## src/rtl/core/sem_pkg.sv

```systemverilog
// Shared types and constants of the Sobel edge magnitude block.
package sem_pkg;

  localparam int MAG_BITS       = 19;
  localparam int ROW_BITS       = 16;
  localparam int WIDTH_REG_BITS = 11;
  localparam int CFG_DATA_BITS  = 16;
  localparam int CFG_INDEX_BITS = 1;

  localparam logic [MAG_BITS-1:0]       MAG_MAX          = '1;
  localparam logic [CFG_INDEX_BITS-1:0] REG_FRAME_WIDTH  = 1'd0;
  localparam logic [CFG_INDEX_BITS-1:0] REG_FRAME_HEIGHT = 1'd1;

  typedef enum logic [3:0] {
    ST_IDLE,
    ST_FETCH,
    ST_GRAD,
    ST_SQUARE,
    ST_SUM,
    ST_ROOT,
    ST_SEND0,
    ST_SEND1,
    ST_SEND2
  } sem_state_t;

  typedef enum logic [1:0] {
    SEL_CENTRE,
    SEL_ROW_END,
    SEL_LAST_ROW
  } sem_sel_t;

  typedef struct packed {
    logic     accept;
    logic     update;
    logic     grad;
    logic     square;
    logic     sum;
    logic     root_step;
    sem_sel_t sel;
  } sem_cmd_t;

  typedef struct packed {
    logic res_centre;
    logic res_row_end;
    logic res_last_row;
    logic needs_mag;
    logic root_done;
  } sem_status_t;

endpackage

```

## src/rtl/core/sem_controller.sv

```systemverilog
// Sequencing state machine for one pixel transaction.
module sem_controller (
  input  logic                 clk,
  input  logic                 rst,
  input  logic                 in_valid,
  output logic                 in_ready,
  output logic                 out_valid,
  input  logic                 out_ready,
  input  sem_pkg::sem_status_t status,
  output sem_pkg::sem_cmd_t    cmd
);
  import sem_pkg::*;

  sem_state_t state, state_next;

  always_ff @(posedge clk) begin
    if (rst) begin
      state <= ST_IDLE;
    end else begin
      state <= state_next;
    end
  end

  always_comb begin
    state_next = state;
    case (state)
      ST_IDLE:   if (in_valid) state_next = ST_FETCH;
      ST_FETCH:  state_next = status.needs_mag ? ST_GRAD : ST_SEND0;
      ST_GRAD:   state_next = ST_SQUARE;
      ST_SQUARE: state_next = ST_SUM;
      ST_SUM:    state_next = ST_ROOT;
      ST_ROOT:   if (status.root_done) state_next = ST_SEND0;
      ST_SEND0:  if (!status.res_centre || out_ready) state_next = ST_SEND1;
      ST_SEND1:  if (!status.res_row_end || out_ready) state_next = ST_SEND2;
      ST_SEND2:  if (!status.res_last_row || out_ready) state_next = ST_IDLE;
      default:   state_next = ST_IDLE;
    endcase
  end

  always_comb begin
    cmd       = '0;
    cmd.sel   = SEL_CENTRE;
    in_ready  = 1'b0;
    out_valid = 1'b0;
    case (state)
      ST_IDLE: begin
        in_ready   = 1'b1;
        cmd.accept = in_valid;
      end
      ST_FETCH:  cmd.update    = 1'b1;
      ST_GRAD:   cmd.grad      = 1'b1;
      ST_SQUARE: cmd.square    = 1'b1;
      ST_SUM:    cmd.sum       = 1'b1;
      ST_ROOT:   cmd.root_step = 1'b1;
      ST_SEND0: begin
        cmd.sel   = SEL_CENTRE;
        out_valid = status.res_centre;
      end
      ST_SEND1: begin
        cmd.sel   = SEL_ROW_END;
        out_valid = status.res_row_end;
      end
      ST_SEND2: begin
        cmd.sel   = SEL_LAST_ROW;
        out_valid = status.res_last_row;
      end
      default: ;
    endcase
  end
endmodule

```

## config.mk

```make
export PLATFORM = sky130hd
export DESIGN_NAME = sem_controller
export DESIGN_NICKNAME = d
export VERILOG_FILES = /design/src/rtl/core/sem_pkg.sv /design/src/rtl/core/sem_controller.sv
export SDC_FILE = /design/constraint.sdc
export NUM_CORES = 1
export LEC_CHECK = 0
export ABC_CLOCK_PERIOD_IN_PS = 1500
export BUFFER_PORTS_ARGS = -buffer_cell sky130_fd_sc_hd__buf_4
export CORE_AREA = 10 10 47 49
export CTS_CLUSTER_DIAMETER = 40
export DETAILED_ROUTE_END_ITERATION = 10
export DIE_AREA = 0 0 57 59
export GPL_TIMING_DRIVEN = 0
export SKIP_CTS_REPAIR_TIMING = 1
export SYNTH_ARGS = -nofsm -noshare
export SYNTH_HDL_FRONTEND = slang
export SYNTH_SLANG_ARGS = --single-unit
export TNS_END_PERCENT = 100
```

## constraint.sdc

```tcl
create_clock -name clk -period 1.5 [get_ports clk]
set_input_delay 0.075 -clock clk [delete_from_list [all_inputs] [get_ports clk]]
set_output_delay 0.075 -clock clk [all_outputs]
set_load 0.01 [all_outputs]
```

---- Yosys cells after proc, flatten, opt, wreduce, memory -nomap -nowiden ----
Index checks and enable logic that the tools add are counted.
storage, ports and cells
  register bits after elaboration ......... 4
  bits of input ports ..................... 9
  output and inout port bits .............. 10
cells by class
  equal/unequal tests ..................... 13
  mux-type cells .......................... 16
  reduce and logical (&&, ||, !) cells .... 8
operator list
  operator            count
  $pmux 4 s9          1
  $mux 4              5
  $eq 4x3->1 const B  4
  $ne 2x2->1 const B  5
  $eq 4x2->1 const B  2
  $mux 1              7
  $reduce_and 5->1    1
  $eq 4x1->1 const B  1
  $eq 4x4->1 const B  1
  $logic_not 4->1     1
  $pmux 2 s2          1
  $logic_not 1->1     3
  $logic_or 1x1->1    3
  $mux 3              1
  $pmux 1 s3          1

---- Longest topological paths before layout ----
  depth after elaboration ................. 4
  mapped depth ............................ 5
  mapped depth without buffers ............ 4

---- Least setup slack after synthesis ----
OpenSTA, ideal clock, no wires.
  path kind ............................... register -> register
  start point ............................. register state[1]
  end point ............................... register state[0]
  setup time .............................. 123 ps
  data arrival time ....................... 1,468 ps
  required time ........................... 1,377 ps
  path slack .............................. -92 ps
  cell stages (with the launch flop) ...... 6
  buffers on the path ..................... 1
  period minus slack after synthesis ...... 1,592 ps
  cells stage by stage .................... dfxtp_1 -> buf_6 -> nor4b_2 -> nand3b_1 -> o211ai_2 -> mux2_1
on the way
  longest elaborated chain between the ends .. 3
ends and longest elaborated chain
  item                                RTL line              source
  start: declaration                  sem_controller.sv:14  sem_state_t state, state_next;
  start signal: assignment            sem_controller.sv:20  state <= state_next;
  $eq 4x4->1 (tied with other cells)  sem_controller.sv:26  case (state)
  $ne 2x2->1 (no line)                --
  $reduce_and 5->1 (no line)          --
Several ways; a longest one is shown, not always the timed one.
A chain may end at the register's enable or synchronous reset.

==> flow_metrics.tcl <==
set metrics [dict create \
    run_status "finished, violations left" \
    failing_checks "setup timing" \
    numClockSinks 4 \
    global_route_wire_length_before_repair_mm 1.71 \
    final.fill_count 156 \
    met3_wirelength_um 93 \
    layout-area-overhead-vs-synth_pct 80.5 \
    route.detailed.wl_per_inst_um 13.7 \
    post_synth_and_or_nand_nor_area_fraction 0.432 \
    vias_per_cell 4.84 \
    worstSkewPairLatency_ns 0.23 \
    worstPathMaxFanout 6 \
    timing.critical_path.to_type "primary output" \
    synth_sequential_area_ratio 0.223 \
    antenna_cells 0 \
    yosys.cell_types.count 27 \
    syn_nets 54 \
    sequential_cell_area_sq_um 85.1 \
    multi_input_gate_area_in_the_final_layout_sq_um 280 \
    worst_ir_drop_vdd_mv 0.745 \
    cap_violations 0 \
    design.final.nets 85 \
    worst_hold_slack_ns 0.0833 \
    floorplan.rows 14 \
    global_route.overflow_total 0 \
    criticalPathCategory "register to primary output" \
    critical_path_required_ns 1.42 \
    synth_mux_area_frac 0.0592 \
    die_span_x_um 57 \
    synth_cells 45 \
    report.power.total_mw 1.18 \
    fp.dieArea_sq_um 3360 \
    worst_path_largest_cell_delay_ns 0.54 \
    top_level_ports 19 \
    p_leak_nw 0.310 \
    drcViolationCount 0 \
    routed-wl-met2_um 611 \
    maxSlewViolCount 0 \
    postRouteAntennaNets 0 \
    synth_top_family_by_area "simple AND/OR/NAND/NOR gates" \
    fmax_mhz 637 \
    largest_reg_flops 4 \
    grt_setup_unrepaired "yes" \
    synth_seq_cells 4 \
    wl_met1_um 531 \
    routed.top_layer "met3" \
    critPathSlowestCell "sky130_fd_sc_hd__or4_4" \
    adder_cell_fraction_of_synth_area 0 \
    final-setup-viol-count 3 \
    maxSlewHeadroom 0.849 \
    cts.path.max_buffers 2 \
    initial_utilization 0.256 \
    total_routed_length_mm 1.24 \
    top_regs "state: 4 flops" \
    transition_time_at_the_pin_with_the_least_slew_margin_ns 0.225 \
    antenna_found_initial 0 \
    floorplan.core_area_sq_um 1400 \
    hpwl_um 819 \
    syn-cell-area_sq_um 359 \
    cp_cell_sequence "buf_6 -> or4_4 -> inv_2 -> and2_1 -> buf_4" \
    cts_inserted_buffers 3 \
    clock_tree_from_tritoncts "built" \
    worst_clock_skew_ns 0.00526 \
    worstPathBufferInverterCount 3 \
    synth_compound_area_frac 0.164 \
    worst_setup_hold_path_clk_slew_ns 0.04 \
    track_usage 0.0614 \
    final_hold_viol_count 0 \
    port-buffer-count 18 \
    fin_setup_tns_ns -0.120 \
    first_global_vias 387 \
    registers.top_by_ff_count "state" \
    detail_route.iter0.violations 3 \
    via_count 436 \
    critPathTopFamily "simple AND/OR/NAND/NOR gates" \
    start_kind "register" \
    clock_tree_root "sky130_fd_sc_hd__clkbuf_4" \
    finalWeightedCongestion 0.745 \
    worstHoldPathType "input port to register" \
    die_y_um 59 \
    synthXorXnorAreaFrac 0.0244 \
    final_critical_path_required_period_ns 1.57 \
    pwr_density_cell_nw_per_um2 1820 \
    synth-warning-count 0 \
    dp.cells 79 \
    timing.final.crit_share 1.05 \
    grt_max_degree 11 \
    layout.cells.non_filler 90 \
    postSynthAreaPerCell_sq_um 7.98 \
    worst_slack_ns -0.0698 \
    layout_cells_sized_above_1 0.595 \
    crit_arrival_ns 1.49 \
    htreeDepth 1 \
    fin_util 0.463 \
    dr.pass1.iters 4 \
]
kinds of logic (layout without fill, tap and decap cells):
family / after synthesis / in the layout
compound gates: 7 / 7
xor+xnor: 1 / 1
buf+inv: 5 / 34
flops: 4 / 4
mux: 2 / 2
simple gates: 26 / 26
cells in the final DEF (no fill, tap or decap), types with 2 or more instances in the layout:
master,netlist,layout
sky130_fd_sc_hd__nand2_1,3,2
sky130_fd_sc_hd__buf_6,1,3
sky130_fd_sc_hd__nor2b_1,2,2
sky130_fd_sc_hd__nor3_1,5,4
sky130_fd_sc_hd__buf_4,2,27
sky130_fd_sc_hd__nor2_1,5,5
sky130_fd_sc_hd__clkbuf_4,0,3
sky130_fd_sc_hd__dfxtp_1,4,2
sky130_fd_sc_hd__nand2b_1,4,4
metrics by stage:
step	setup slack [ns]	cell area, sq um
global route	-0.118	648
floorplan	0.00760	375
detailed placement	-0.0655	531
finish	-0.0698	648
global placement	-0.0647	531
CTS	-0.203	553
cell usage after synthesis:
cell type | count | area [sq um]
sky130_fd_sc_hd__nor2_1 | 5 | 18.8
sky130_fd_sc_hd__nor3_1 | 5 | 25.0
sky130_fd_sc_hd__dfxtp_1 | 4 | 80.1
sky130_fd_sc_hd__nand2b_1 | 4 | 25.0
sky130_fd_sc_hd__nand2_1 | 3 | 11.3
sky130_fd_sc_hd__buf_4 | 2 | 15.0
sky130_fd_sc_hd__nor2b_1 | 2 | 12.5
sky130_fd_sc_hd__a21oi_1 | 1 | 5.00
sky130_fd_sc_hd__a311oi_1 | 1 | 8.76
sky130_fd_sc_hd__and2_1 | 1 | 6.26
sky130_fd_sc_hd__and3b_1 | 1 | 8.76
sky130_fd_sc_hd__buf_2 | 1 | 5.00
sky130_fd_sc_hd__buf_6 | 1 | 11.3
sky130_fd_sc_hd__inv_2 | 1 | 3.75
sky130_fd_sc_hd__mux2_1 | 1 | 11.3
sky130_fd_sc_hd__mux2i_1 | 1 | 10.0
sky130_fd_sc_hd__nand3b_1 | 1 | 7.51
sky130_fd_sc_hd__nor4b_2 | 1 | 15.0
sky130_fd_sc_hd__o211a_1 | 1 | 10.0
sky130_fd_sc_hd__o211ai_2 | 1 | 12.5
sky130_fd_sc_hd__o21ai_1 | 1 | 5.00
sky130_fd_sc_hd__o221a_1 | 1 | 11.3
sky130_fd_sc_hd__o22ai_1 | 1 | 6.26
sky130_fd_sc_hd__or3_1 | 1 | 6.26
sky130_fd_sc_hd__or3_4 | 1 | 11.3
sky130_fd_sc_hd__or4_1 | 1 | 7.51
sky130_fd_sc_hd__xnor2_1 | 1 | 8.76
final cells by class:
| class | count | area share |
|---|---|---|
| buffer | 3 | 0.0521 |
| sequential | 4 | 0.131 |
| clock buffer | 3 | 0.0347 |
| timing repair buffer | 27 | 0.313 |
| tap | 16 | 0.0309 |
| inverter | 1 | 0.00579 |
| multi-input combinational | 36 | 0.432 |
worst reg2reg max path: stages (launching register included):
cell and delay, ns:
sky130_fd_sc_hd__dfxtp_4 0.35, sky130_fd_sc_hd__buf_4 0.14, sky130_fd_sc_hd__nor4b_4 0.27, sky130_fd_sc_hd__nand3b_1 0.20, sky130_fd_sc_hd__o211ai_4 0.15, sky130_fd_sc_hd__mux2_4 0.32
power breakdown:
| group | internal (mW) | switching (mW) |
|---|---|---|
| Clock | 0.0895 | 0.0438 |
| Combinational | 0.474 | 0.390 |
| Sequential | 0.153 | 0.0289 |
worst paths after layout:
kind | start | to | slack [ns] | depth (start not counted)
worst max-delay path | state[2]$_SDFFE_PP0P_ | cmd[7] | -0.07 | 5
worst min-delay path | rst | state[3]$_SDFFE_PP0P_ | 0.08 | 2
worst max register to register | state[0]$_SDFFE_PP0P_ | state[0]$_SDFFE_PP0P_ | -0.04 | 5
worst min register to register | state[3]$_SDFFE_PP0P_ | state[1]$_SDFFE_PP0P_ | 0.67 | 2
metal layers:
layer  GRT usage  vias up
met4      0.0201        0
met3      0.0343        0
met5           0        -
met2      0.0961       19
met1      0.0691      196
li1            -      221
(Power assumes the default switching activity.)
